===== src/kts_pkg.sv =====
package kts_pkg;

    // Defaults for the top-level parameters
    localparam int SEQ_LEN_DEF = 5;
    localparam int KEYS_DEF    = 3;

    // Step ROM
    localparam int ROM_LEN   = 5;
    localparam int ROM_PTR_W = 3;

    localparam logic [23:0] RGB_RED   = 24'hFF0000;
    localparam logic [23:0] RGB_GREEN = 24'h00FF00;
    localparam logic [23:0] RGB_BLUE  = 24'h0000FF;

    // Register reset values
    localparam logic [15:0] DEBOUNCE_MS_RST = 16'd50;
    localparam logic [15:0] STEP_MS_RST     = 16'd500;
    localparam logic [14:0] NOTE_FREQ0_RST  = 15'd262;
    localparam logic [14:0] NOTE_FREQ1_RST  = 15'd294;
    localparam logic [14:0] NOTE_FREQ2_RST  = 15'd330;

    // Configuration register map, word index
    typedef enum logic [2:0] {
        REG_DEBOUNCE_MS = 3'd0,
        REG_STEP_MS     = 3'd1,
        REG_NOTE_FREQ_0 = 3'd2,
        REG_NOTE_FREQ_1 = 3'd3,
        REG_NOTE_FREQ_2 = 3'd4
    } reg_idx_t;

    typedef enum logic [1:0] {
        MODE_MANUAL    = 2'd0,
        MODE_LED_AUTO  = 2'd1,
        MODE_FULL_AUTO = 2'd2
    } mode_t;

    typedef struct packed {
        logic [2:0][14:0] note_freq;
        logic [15:0]      step_ms;
        logic [15:0]      debounce_ms;
    } cfg_t;

    typedef struct packed {
        logic [2:0] key_buttons;
        logic       mode_button;
        logic [31:0] now_ms;
    } sample_t;

    typedef struct packed {
        logic        seq_active;
        logic [14:0] tone_freq;
        logic        tone_on;
        logic [2:0]  servo_pressed;
        logic [23:0] key2_color;
        logic [23:0] key1_color;
        logic [23:0] key0_color;
        logic [1:0]  mode;
    } result_t;

    function automatic logic [1:0] rom_key(input logic [ROM_PTR_W-1:0] ptr);
        logic [1:0] k;
        case (ptr)
            3'd0:    k = 2'd0;
            3'd1:    k = 2'd1;
            3'd2:    k = 2'd0;
            3'd3:    k = 2'd1;
            3'd4:    k = 2'd2;
            default: k = 2'd0;
        endcase
        return k;
    endfunction

    function automatic logic [23:0] rom_color(input logic [ROM_PTR_W-1:0] ptr);
        logic [23:0] c;
        case (ptr)
            3'd0:    c = RGB_BLUE;
            3'd1:    c = RGB_GREEN;
            3'd2:    c = RGB_BLUE;
            3'd3:    c = RGB_GREEN;
            3'd4:    c = RGB_RED;
            default: c = RGB_BLUE;
        endcase
        return c;
    endfunction

endpackage


===== src/kts_apb_regs.sv =====
module kts_apb_regs
(
    input  logic             clk,
    input  logic             rst_n,
    input  logic             psel,
    input  logic             penable,
    input  logic             pwrite,
    input  logic [4:0]       paddr,
    input  logic [31:0]      pwdata,
    output logic [31:0]      prdata,
    output logic             pready,
    output kts_pkg::cfg_t    cfg
);

    kts_pkg::cfg_t    cfg_reg;
    kts_pkg::reg_idx_t idx;
    logic             wr_en;

    assign idx    = kts_pkg::reg_idx_t'(paddr[4:2]);
    assign pready = 1'b1;
    assign wr_en  = psel && penable && pwrite;
    assign cfg    = cfg_reg;

    always_ff @(posedge clk or negedge rst_n)
    begin
        if (!rst_n)
        begin
            cfg_reg.debounce_ms  <= kts_pkg::DEBOUNCE_MS_RST;
            cfg_reg.step_ms      <= kts_pkg::STEP_MS_RST;
            cfg_reg.note_freq[0] <= kts_pkg::NOTE_FREQ0_RST;
            cfg_reg.note_freq[1] <= kts_pkg::NOTE_FREQ1_RST;
            cfg_reg.note_freq[2] <= kts_pkg::NOTE_FREQ2_RST;
        end
        else if (wr_en)
        begin
            case (idx)
                kts_pkg::REG_DEBOUNCE_MS: cfg_reg.debounce_ms  <= pwdata[15:0];
                kts_pkg::REG_STEP_MS:     cfg_reg.step_ms      <= pwdata[15:0];
                kts_pkg::REG_NOTE_FREQ_0: cfg_reg.note_freq[0] <= pwdata[14:0];
                kts_pkg::REG_NOTE_FREQ_1: cfg_reg.note_freq[1] <= pwdata[14:0];
                kts_pkg::REG_NOTE_FREQ_2: cfg_reg.note_freq[2] <= pwdata[14:0];
                default:                  ;
            endcase
        end
    end

    always_comb
    begin
        case (idx)
            kts_pkg::REG_DEBOUNCE_MS: prdata = {16'd0, cfg_reg.debounce_ms};
            kts_pkg::REG_STEP_MS:     prdata = {16'd0, cfg_reg.step_ms};
            kts_pkg::REG_NOTE_FREQ_0: prdata = {17'd0, cfg_reg.note_freq[0]};
            kts_pkg::REG_NOTE_FREQ_1: prdata = {17'd0, cfg_reg.note_freq[1]};
            kts_pkg::REG_NOTE_FREQ_2: prdata = {17'd0, cfg_reg.note_freq[2]};
            default:                  prdata = 32'd0;
        endcase
    end

endmodule


===== src/kts_engine.sv =====
module kts_engine
#(
    parameter int SEQ_LEN = kts_pkg::SEQ_LEN_DEF,
    parameter int KEYS    = kts_pkg::KEYS_DEF
)
(
    input  logic              clk,
    input  logic              rst_n,
    input  logic              step_en,
    input  kts_pkg::sample_t  sample,
    input  kts_pkg::cfg_t     cfg,
    output kts_pkg::result_t  result
);

    localparam int IDX_W = (SEQ_LEN > 1) ? $clog2(SEQ_LEN) : 1;
    localparam logic [IDX_W-1:0] IDX_LAST = IDX_W'(SEQ_LEN - 1);
    localparam logic [kts_pkg::ROM_PTR_W-1:0] PTR_LAST =
        kts_pkg::ROM_PTR_W'(kts_pkg::ROM_LEN - 1);

    kts_pkg::mode_t               mode_reg,            mode_next;
    logic                         mode_button_prev_reg, mode_button_prev_next;
    logic [31:0]                  mode_accept_time_reg, mode_accept_time_next;
    logic [2:0]                   key_held_reg,        key_held_next;
    logic [2:0][31:0]             key_accept_time_reg, key_accept_time_next;
    logic                         seq_running_reg,     seq_running_next;
    logic [IDX_W-1:0]             seq_index_reg,       seq_index_next;
    logic [kts_pkg::ROM_PTR_W-1:0] rom_ptr_reg,        rom_ptr_next;
    logic [31:0]                  step_start_time_reg, step_start_time_next;
    logic [2:0][23:0]             led_color_reg,       led_color_next;
    logic [2:0]                   servo_state_reg,     servo_state_next;
    logic                         tone_state_reg,      tone_state_next;
    logic [14:0]                  tone_freq_reg,       tone_freq_next;

    logic                         mode_fire;
    logic [2:0]                   key_elapsed_ok;
    logic [31:0]                  step_elapsed;
    logic                         found;
    logic [1:0]                   k_start, k_old, k_new;

    assign mode_fire = sample.mode_button && !mode_button_prev_reg &&
                       ((sample.now_ms - mode_accept_time_reg) >= {16'd0, cfg.debounce_ms});

    always_comb
    begin
        for (int i = 0; i < 3; i++)
        begin
            key_elapsed_ok[i] = (sample.now_ms - key_accept_time_reg[i]) >=
                                {16'd0, cfg.debounce_ms};
        end
    end

    always_comb
    begin
        mode_next             = mode_reg;
        mode_button_prev_next = sample.mode_button;
        mode_accept_time_next = mode_accept_time_reg;
        key_held_next         = key_held_reg;
        key_accept_time_next  = key_accept_time_reg;
        seq_running_next      = seq_running_reg;
        seq_index_next        = seq_index_reg;
        rom_ptr_next          = rom_ptr_reg;
        step_start_time_next  = step_start_time_reg;
        led_color_next        = led_color_reg;
        servo_state_next      = servo_state_reg;
        tone_state_next       = tone_state_reg;
        tone_freq_next        = tone_freq_reg;
        found                 = 1'b0;
        k_start               = kts_pkg::rom_key('0);
        k_old                 = kts_pkg::rom_key(rom_ptr_reg);
        k_new                 = 2'd0;
        step_elapsed          = 32'd0;

        // Mode button: cycle the mode, clear the LEDs and servos, restart the sequence outside manual mode
        if (mode_fire)
        begin
            case (mode_reg)
                kts_pkg::MODE_MANUAL:    mode_next = kts_pkg::MODE_LED_AUTO;
                kts_pkg::MODE_LED_AUTO:  mode_next = kts_pkg::MODE_FULL_AUTO;
                kts_pkg::MODE_FULL_AUTO: mode_next = kts_pkg::MODE_MANUAL;
                default:                 mode_next = kts_pkg::MODE_LED_AUTO;
            endcase
            led_color_next        = '0;
            servo_state_next      = '0;
            seq_running_next      = 1'b0;
            mode_accept_time_next = sample.now_ms;
            if (mode_next != kts_pkg::MODE_MANUAL)
            begin
                seq_running_next     = 1'b1;
                seq_index_next       = '0;
                rom_ptr_next         = '0;
                step_start_time_next = sample.now_ms;
                if (int'(k_start) < KEYS)
                begin
                    led_color_next[k_start] = kts_pkg::rom_color('0);
                    if (mode_next == kts_pkg::MODE_FULL_AUTO)
                    begin
                        servo_state_next[k_start] = 1'b1;
                    end
                end
            end
        end

        // Keys in index order; a release falls back to the lowest key held
        for (int i = 0; i < KEYS; i++)
        begin
            if (sample.key_buttons[i] && !key_held_next[i])
            begin
                if (key_elapsed_ok[i])
                begin
                    key_held_next[i]        = 1'b1;
                    key_accept_time_next[i] = sample.now_ms;
                    tone_state_next         = 1'b1;
                    tone_freq_next          = cfg.note_freq[i];
                end
            end
            else if (!sample.key_buttons[i] && key_held_next[i])
            begin
                key_held_next[i] = 1'b0;
                found            = 1'b0;
                for (int j = 0; j < KEYS; j++)
                begin
                    if (!found && key_held_next[j])
                    begin
                        tone_state_next = 1'b1;
                        tone_freq_next  = cfg.note_freq[j];
                        found           = 1'b1;
                    end
                end
                if (!found)
                begin
                    tone_state_next = 1'b0;
                end
            end
        end

        // Sequence: advance once the step time has run out, or end after the last step
        step_elapsed = sample.now_ms - step_start_time_next;
        if ((mode_next == kts_pkg::MODE_LED_AUTO || mode_next == kts_pkg::MODE_FULL_AUTO) &&
            seq_running_next && (step_elapsed >= {16'd0, cfg.step_ms}))
        begin
            k_old = kts_pkg::rom_key(rom_ptr_next);
            if (int'(k_old) < KEYS)
            begin
                led_color_next[k_old]   = '0;
                servo_state_next[k_old] = 1'b0;
            end
            if (seq_index_next == IDX_LAST)
            begin
                led_color_next   = '0;
                servo_state_next = '0;
                seq_running_next = 1'b0;
            end
            else
            begin
                seq_index_next = seq_index_next + 1'b1;
                rom_ptr_next   = (rom_ptr_next == PTR_LAST) ? '0 : rom_ptr_next + 1'b1;
                k_new          = kts_pkg::rom_key(rom_ptr_next);
                if (int'(k_new) < KEYS)
                begin
                    led_color_next[k_new] = kts_pkg::rom_color(rom_ptr_next);
                    if (mode_next == kts_pkg::MODE_FULL_AUTO)
                    begin
                        servo_state_next[k_new] = 1'b1;
                    end
                end
                step_start_time_next = sample.now_ms;
            end
        end
    end

    always_ff @(posedge clk or negedge rst_n)
    begin
        if (!rst_n)
        begin
            mode_reg             <= kts_pkg::MODE_MANUAL;
            mode_button_prev_reg <= 1'b0;
            mode_accept_time_reg <= '0;
            key_held_reg         <= '0;
            key_accept_time_reg  <= '0;
            seq_running_reg      <= 1'b0;
            seq_index_reg        <= '0;
            rom_ptr_reg          <= '0;
            step_start_time_reg  <= '0;
            led_color_reg        <= '0;
            servo_state_reg      <= '0;
            tone_state_reg       <= 1'b0;
            tone_freq_reg        <= '0;
        end
        else if (step_en)
        begin
            mode_reg             <= mode_next;
            mode_button_prev_reg <= mode_button_prev_next;
            mode_accept_time_reg <= mode_accept_time_next;
            key_held_reg         <= key_held_next;
            key_accept_time_reg  <= key_accept_time_next;
            seq_running_reg      <= seq_running_next;
            seq_index_reg        <= seq_index_next;
            rom_ptr_reg          <= rom_ptr_next;
            step_start_time_reg  <= step_start_time_next;
            led_color_reg        <= led_color_next;
            servo_state_reg      <= servo_state_next;
            tone_state_reg       <= tone_state_next;
            tone_freq_reg        <= tone_freq_next;
        end
    end

    always_comb
    begin
        result.mode          = mode_next;
        result.key0_color    = led_color_next[0];
        result.key1_color    = led_color_next[1];
        result.key2_color    = led_color_next[2];
        result.servo_pressed = servo_state_next;
        result.tone_on       = tone_state_next;
        result.tone_freq     = tone_freq_next;
        result.seq_active    = seq_running_next;
    end

endmodule


===== src/key_tone_and_sequence_controller.sv =====
// The sample's transaction loads the input register; the engine works on it there,
// and its result is loaded into the result register and offered on m_axis.
// Throughput: one sample per clock unless m_axis_tready stalls; the state update for a
// sample is a single pass through the engine between the input and result registers.
// Reset (rst_n low, asynchronous) empties both registers, sets manual mode, silent
// tone, LEDs and servos off, and loads the configuration registers with defaults.
module key_tone_and_sequence_controller
#(
    parameter int SEQ_LEN = kts_pkg::SEQ_LEN_DEF,
    parameter int KEYS    = kts_pkg::KEYS_DEF
)
(
    input  logic        clk,
    input  logic        rst_n,

    // Sample stream
    input  logic        s_axis_tvalid,
    output logic        s_axis_tready,
    input  logic [39:0] s_axis_tdata,   // now_ms[31:0], mode_button[32], key_buttons[35:33]

    // Result stream
    output logic        m_axis_tvalid,
    input  logic        m_axis_tready,
    output logic [95:0] m_axis_tdata,   // mode[1:0], key0_color[25:2], key1_color[49:26],
                                        // key2_color[73:50], servo_pressed[76:74],
                                        // tone_on[77], tone_freq[92:78], seq_active[93]

    // Configuration port
    input  logic        psel,
    input  logic        penable,
    input  logic        pwrite,
    input  logic [4:0]  paddr,
    input  logic [31:0] pwdata,
    output logic [31:0] prdata,
    output logic        pready
);

    kts_pkg::cfg_t    cfg;
    kts_pkg::sample_t in_data_reg;
    logic             in_valid_reg;
    kts_pkg::result_t result_next;
    kts_pkg::result_t out_data_reg;
    logic             out_valid_reg;
    logic             advance;

    // Process the held sample whenever the result register is free or being drained
    assign advance       = in_valid_reg && (!out_valid_reg || m_axis_tready);
    // Take a new sample when the input register is empty or its sample moves on in the same cycle
    assign s_axis_tready = !in_valid_reg || advance;

    kts_apb_regs u_regs
    (
        .clk     (clk),
        .rst_n   (rst_n),
        .psel    (psel),
        .penable (penable),
        .pwrite  (pwrite),
        .paddr   (paddr),
        .pwdata  (pwdata),
        .prdata  (prdata),
        .pready  (pready),
        .cfg     (cfg)
    );

    // Input register: hold one sample transaction
    always_ff @(posedge clk or negedge rst_n)
    begin
        if (!rst_n)
        begin
            in_valid_reg <= 1'b0;
        end
        else if (s_axis_tready)
        begin
            in_valid_reg <= s_axis_tvalid;
        end
    end

    always_ff @(posedge clk)
    begin
        if (s_axis_tready && s_axis_tvalid)
        begin
            in_data_reg <= kts_pkg::sample_t'(s_axis_tdata[35:0]);
        end
    end

    // Mode, key and sequence state, advanced once per processed sample
    kts_engine
    #(
        .SEQ_LEN (SEQ_LEN),
        .KEYS    (KEYS)
    )
    u_engine
    (
        .clk     (clk),
        .rst_n   (rst_n),
        .step_en (advance),
        .sample  (in_data_reg),
        .cfg     (cfg),
        .result  (result_next)
    );

    // Result register: hold the result until the downstream side takes it
    always_ff @(posedge clk or negedge rst_n)
    begin
        if (!rst_n)
        begin
            out_valid_reg <= 1'b0;
        end
        else if (advance)
        begin
            out_valid_reg <= 1'b1;
        end
        else if (m_axis_tready)
        begin
            out_valid_reg <= 1'b0;
        end
    end

    always_ff @(posedge clk)
    begin
        if (advance)
        begin
            out_data_reg <= result_next;
        end
    end

    assign m_axis_tvalid = out_valid_reg;
    assign m_axis_tdata  = {2'b00, out_data_reg};

endmodule


===== config.mk =====
export PLATFORM = sky130hd
export DESIGN_NAME = key_tone_and_sequence_controller
export DESIGN_NICKNAME = d
export VERILOG_FILES = /design/src/kts_pkg.sv /design/src/kts_apb_regs.sv /design/src/kts_engine.sv /design/src/key_tone_and_sequence_controller.sv
export SDC_FILE = /design/constraint.sdc
export NUM_CORES = 1
export LEC_CHECK = 0
export BUFFER_PORTS_ARGS = -buffer_cell sky130_fd_sc_hd__buf_4
export CORE_UTILIZATION = 35
export CTS_BUF_LIST = sky130_fd_sc_hd__clkbuf_4
export DETAILED_ROUTE_END_ITERATION = 10
export HOLD_SLACK_MARGIN = 0.05
export PLACE_DENSITY = 0.62
export SYNTH_ARGS = -nofsm -noshare
export SYNTH_HDL_FRONTEND = slang
export SYNTH_SLANG_ARGS = --single-unit

===== constraint.sdc =====
create_clock -name clk -period 17.8 [get_ports clk]
set_input_delay 3.56 -clock clk [delete_from_list [all_inputs] [get_ports clk]]
set_output_delay 3.56 -clock clk [all_outputs]
set_load 0.02 [all_outputs]

# Yosys cells after proc, flatten, opt, wreduce, memory -nomap -nowiden
# Index checks and enable logic that the tools add are counted.
[word_totals]
mem_bits_ro = 0
latch_bits = 0
register_bits = 473
wordCells = 242
mem_count = 0
ram_bits = 0
inputBits = 84
output_inout_bits = 131
[classes]
n_bitwise = 5
muxes = 116
n_div = 0
n_addsub = 7
n_eq_ne = 17
n_lt_le_gt_ge = 11
n_mul = 0
n_reduce_logical = 50
shifts = 0
[op_table]
columns = ["cell", "count"]
rows = [
  ["72-bit two-way mux", 6],
  ["15-bit two-way mux", 15],
  ["32-bit by 16-bit greater-or-equal comparator with 1-bit output", 5],
  ["32-bit subtractor", 5],
  ["32-bit two-way mux", 4],
  ["24-bit two-way mux", 5],
  ["24-bit demux with 2-bit select", 2],
  ["16-bit one-hot mux with 5 select lines", 1],
  ["72-bit AND", 1],
  ["72-bit bitwise mux", 1],
  ["72-bit inverter", 1],
  ["1-bit two-way mux", 54],
  ["3-bit two-way mux", 16],
  ["24-bit one-hot mux with 2 select lines", 1],
  ["1-bit logical AND", 19],
  ["3-bit by 2-bit == test with 1-bit output (second input constant)", 4],
  ["3-bit == test (second input constant)", 4],
  ["1-bit zero test", 12],
  ["2-bit one-hot mux with 2 select lines", 3],
  ["2-bit AND reduction", 6],
  ["3-bit AND reduction", 4],
  ["2-bit two-way mux", 5],
  ["3-bit by 1-bit == test with 1-bit output (second input constant)", 3],
  ["8-bit two-way mux", 1],
  ["15 further kinds", 28],
]

# Longest topological paths before layout
[depth]
depth_word = 24
depth_mapped = 53
depth_no_buf = 50

# Modules after synthesis
# Synthesis repeated with hierarchy kept, for this count alone.
[hier_totals]
cells_unflattened = 3207
hier_area_um2 = 31637.8
[modules_own_cells]
columns = ["mod", "seq_area_each_um2", "n_inst", "area_per_inst_um2", "cells_per_inst"]
rows = [
  ["kts_engine", 6606.3, 1, 23890.4, 2801],
  ["key_tone_and_sequence_controller", 3953.8, 1, 4026.4, 141],
  ["kts_apb_regs", 1951.9, 1, 3721.1, 265],
]

# Least setup slack after synthesis
# No wires, ideal clock.
[synth_path]
path_kind = "flip-flop to flip-flop"
from = "register in_data_reg[1] (netlist name)"
to = "register u_engine.step_start_time_reg[10]"
slack_ns = 7.105
n_path_buf = 3
period_less_slack_ns = 10.695
required_time_ns = 17.672
t_arrival_ns = 10.567
stages_incl_launch_ff = 51
setup_time_ns = 0.128
cell_sequence = "edfxtp_1 ha_1 nor2b_1 o31a_1 o21a_1 nor2_1 nor2b_1 o21ai_0 nand2b_1 a21oi_1 o21bai_1 xor2_1 ha_1 a21o_1 a21o_1 a211oi_1 nor2_1 nand4bb_1 [15 not listed] a31oi_1 a21oi_1 nor2_1 xor2_1 ha_1 or3_1 a221oi_1 o221ai_1 a21o_1 a311oi_1 nor2b_1 a32oi_1 or4_4 nor4_4 nor2_1 o21ai_4 buf_2 mux2_1"
[synth_between]
elab_chain_cells = 9
elab_cells_between_ends = 18
classes_between = "add/sub: 2; order compare: 2; eq/ne: 3; mux: 7; reduce/logical: 4"
[synth_rtl]
columns = ["item", "line_no", "source"]
rows = [
  ["from (decl)", "key_tone_and_sequence_controller.sv:39", "kts_pkg::sample_t in_data_reg;"],
  ["from (signal assigned)", "key_tone_and_sequence_controller.sv:82", "in_data_reg <= kts_pkg::sample_t'(s_axis_tdata[35:0]);"],
  ["branches (longest 8 deep; another with 32-bit subtractor)", "--", ""],
  ["32-bit two-way mux *", "kts_engine.sv:138", "if ((mode_next == kts_pkg::MODE_LED_AUTO || mode_next == kts_pkg::MODE_FULL_AUTO) &&"],
  ["to (signal assigned)", "kts_engine.sv:199", "step_start_time_reg <= step_start_time_next;"],
  ["to (decl)", "kts_engine.sv:28", "logic [31:0] step_start_time_reg, step_start_time_next;"],
]
# Mark *: on every way between the ends.
# A chain may end at the register's enable or synchronous reset.

==> metrics.md <==
| Metric | Value |
|---|---|
| Placed Area | 34100 um^2 |
| Comb pwr share | 50.9% |
| Hpwl dp | 63600 um |
| PnR worst setup slack | 5.01 ns |
| M2 GR Usage | 30.6% |
| Die width | 302 um |
| Worst Path Arrival | 13.67 ns |
| Setup TNS | 0 ns |
| Yosys reg bits | 473 |
| Post-Synth Simple-Gate Area | 15.3% |
| Max_cap viols | 0 |
| Gr ovfl total | 0 |
| All-Layer GR Usage | around a fifth |
| Status | complete, no violations |
| GR Util met1 | between 20% and 30% |
| Die footprint | 91300 um^2 |
| Critical path's slowest cell | a21oi_1 |
| Vias in the first global route | between 20000 and 30000 |
| Residual DRC | 0 |
| R2R Setup Slk | between 5 and 6 ns |
| Hold Crit Start | u_engine.mode_button_prev_reg |
| Commonest non-fill, non-tap cells in the layout | nand2_1 (355), dfrtp_1 (323), o21ai_0 (290) |
| Cell repeated most along the worst path | a21oi_1 |
| Sequential power share | between 20% and 30% |
| Final #Nets | 3961 |
| Hold Path Class | register to register |
| # hold bufs at CTS | 0 |
| Core Box Area | around 89000 um^2 |
| Static Leak | 16.2 nW |
| Relative slew margins | 9.68% |
| Routed wire length per instance | approximately 18 um |
| CTS tree | yes |
| R2r startpoint | in_data_reg[1] |
| CP endpoint kind | register |
| Part of the power in the clock network | 20.0% |
| DRT antenna net count | 0 |
| Cells after Synth | 3421 |
| Synth Area in Adders | approximately 9.9% |
| Final core occ | 40.5% |
| Tightest Pin Transition | 1.35 ns |
| Pre-CTS WS | 5.03 ns |
| Unrepaired setup endpoints after global routing | no |
| Port buffer count | 173 |
| Final non-filler cell total | 4905 |
| Inst Count DP | ~4700 |
| First-pass GRT wire length | 137000 um |
| Clock Tree Root | clkbuf_4 |
| Net Switching | 0.00224 W |
| Initial antenna violation count | 3 |
| Crit path buffers/inverters | 2 |
| Setup-failing EPs final | 0 |
| R2R Path End | m_axis_tdata[17] |
| Syn Area/Cell | 9.22 um^2 |
| Post-synthesis compound-gate area fraction | between 20% and 30% |
| Commonest register cell after synthesis | dfrtp_1 |
| Clock Path Buffers | 3 |
| Most common cell after layout, fill and taps aside | nand2_1 |
| Largest net degree at the start of global routing | 99 |
| Ys Warns | 0 |
| Clk Latency, worst-skew pair | 1.06 ns |
| XOR/XNOR share of the synthesized area | 2.69% |
| Area grow syn2layout | 13.9% |
| Layout cells sized above 1 | 16.8% |
| Count of different cell masters after synthesis | 91 |
| Num CTS Buffers | 137 |
| Internal | 0.00304 W |
| Period utilization | 71.9% |
| Pre-antenna DRT Iters | 5 |
| Tmin final | 12.79 ns |
| Worst hold stages | 2 |
| Clock slew at reported path FFs | 0.06 ns |
| Critical Path Max Stage Delay | roughly 0.9 ns |
| Critical path's top delay family | compound AO/OA/AOI/OAI gates |
| FF-to-FF path depth | 44 |
| Slew Limit Fails | 0 |
| Clk_skew | 0.0966 ns |
| Final WL | 86800 um |
| Largest family of logic cells by synthesized area | compound AO/OA/AOI/OAI gates |
| Worst Hold End | u_engine.mode_button_prev_reg |
| Post-synth ARST share | 72.5% |
| Mux cell area share after synthesis | roughly 6.3% |
| Cell area after layout | 35900 um^2 |
| EDFF count, synth | 130 |
| Worst vdd ir | ~0.065 mV |
| Met3 Use GR | 3.46% |
| Effective utilization at floorplan | 35.5% |
| IO Pins | 215 |
| Switching share of power | 42.4% |
| Rows | 109 |
| CP Data Required Time | 18.68 ns |
| Post-CTS setup buffer count | 0 |
| Max reg flops | 96 |
| GR peak layer | met2 |
| P per Cell Area | 147 nW/um^2 |
| Chip height | 302 um |
| Max Clk Rate | 78.2 MHz |
| Crit Path Category | register to register |
| H-tree levels | 4 |
| Avg Vias per Cell | about 5.4 |
| CTS resizes | 0 |
| Final hold violations | 0 |
| Total number of vias | 26400 |
| Synth Cell Area | 31500 um^2 |
| Starting DRT DRC Count | 1755 |
| Gp weighted congestion | 0.896 |
| Startpoint class of the critical path | register |
| Register area share after synthesis | 39.7% |
| Total clock sinks | 473 |
| Worst-path maximum fanout | 26 |
| Crit path from | in_data_reg[1] |
power groups by stage:
| stage | sequential (W) | clock [W] | combinational (W) |
|---|---|---|---|
| 4_1_cts | 0.00153 | 0.00111 | 0.00269 |
| 2_1_floorplan | 0.00156 | 0 | 0.00198 |
| 3_5_place_dp | 0.00155 | 0 | 0.00267 |
| 3_3_place_gp | 0.00154 | 0 | 0.00264 |
| 5_1_grt | 0.00156 | 0.00117 | 0.00302 |
| 6_report | 0.00153 | 0.00106 | 0.00269 |
worst max-delay path by stage:
stage	slack (ns)	cells after the start	to
detailed placement	5.03	44	m_axis_tdata[12]
CTS	4.92	44	m_axis_tdata[17]
finish	5.01	44	m_axis_tdata[17]
floorplan	7.11	50	u_engine.step_start_time_reg[10]
global route	3.97	44	m_axis_tdata[51]
global placement	5.11	44	m_axis_tdata[25]
worst register-to-register path: cells and delay by family, from the launching register on:
| family | cells | cell delay (ns) |
|---|---|---|
| flops | 1 | 0.75 |
| fa+ha+maj | 4 | 1.32 |
| xor+xnor | 2 | 0.36 |
| simple gates | 19 | 4.63 |
| buf+inv | 2 | 0.63 |
| compound gates | 17 | 4.99 |
through the flow:
stage / hold WS (ns) / power (W)
after floorplan: 0.437 / 0.00354
after global placement: 0.453 / 0.00418
after detailed placement: 0.454 / 0.00422
after CTS: 0.473 / 0.00533
after global routing: 0.485 / 0.00576
final: 0.469 / 0.00529
layer usage:
metal / up-vias / share of wire [%]
met3: 145 / 5.8
met1: 12600 / 46
li1: 12900 / -
met2: 750 / 46
met5: - / 0
met4: 0 / 1.8
synth_stat cells, types with 25 or more instances:
| library cell | n | area [um^2] |
|---|---|---|
| o21a_1 | 32 | 240 |
| nand3_1 | 88 | 440 |
| edfxtp_1 | 130 | 3900 |
| and3_1 | 28 | 175 |
| inv_1 | 239 | 897 |
| xor2_1 | 27 | 236 |
| a21oi_1 | 205 | 1030 |
| a22oi_1 | 39 | 293 |
| ha_1 | 242 | 3030 |
| xnor2_1 | 70 | 613 |
| mux2_1 | 26 | 293 |
| and2_1 | 104 | 651 |
| nand4_1 | 39 | 244 |
| a31oi_1 | 35 | 219 |
| nor3_1 | 61 | 305 |
| nor2_1 | 163 | 612 |
| mux2_2 | 97 | 1090 |
| nand2b_1 | 39 | 244 |
| nand2_1 | 355 | 1330 |
| o211ai_1 | 26 | 195 |
| a21o_1 | 105 | 788 |
| o21ai_0 | 290 | 1450 |
| o22ai_1 | 36 | 225 |
| clkbuf_1 | 129 | 484 |
| dfrtp_1 | 323 | 8080 |
| a211oi_1 | 25 | 188 |
| mux2i_1 | 59 | 591 |
| nor2b_1 | 28 | 175 |
cell families (layout without fill, tap and decap cells):
| kind of cell | Yosys count | count (layout) |
|---|---|---|
| compound gates | 1019 | 1019 |
| xor+xnor | 97 | 97 |
| fa+ha+maj | 247 | 247 |
| buf+inv | 416 | 712 |
| flops | 473 | 473 |
| mux | 182 | 182 |
| other cells | 2 | 25 |
| simple gates | 985 | 985 |
cell type report:
type                            count  area [um^2]
Fill cell                        8975        52900
Multi-Input combinational cell   2549        17500
Sequential cell                   473        12500
Timing Repair Buffer              229         1730
Clock buffer                      210         1580
Tap cell                         1165         1460
Inverter                          240          903
Clock inverter                     33          229
Antenna cell                        6         15.0
No activity file was read; power rests on OpenSTA's default activity.
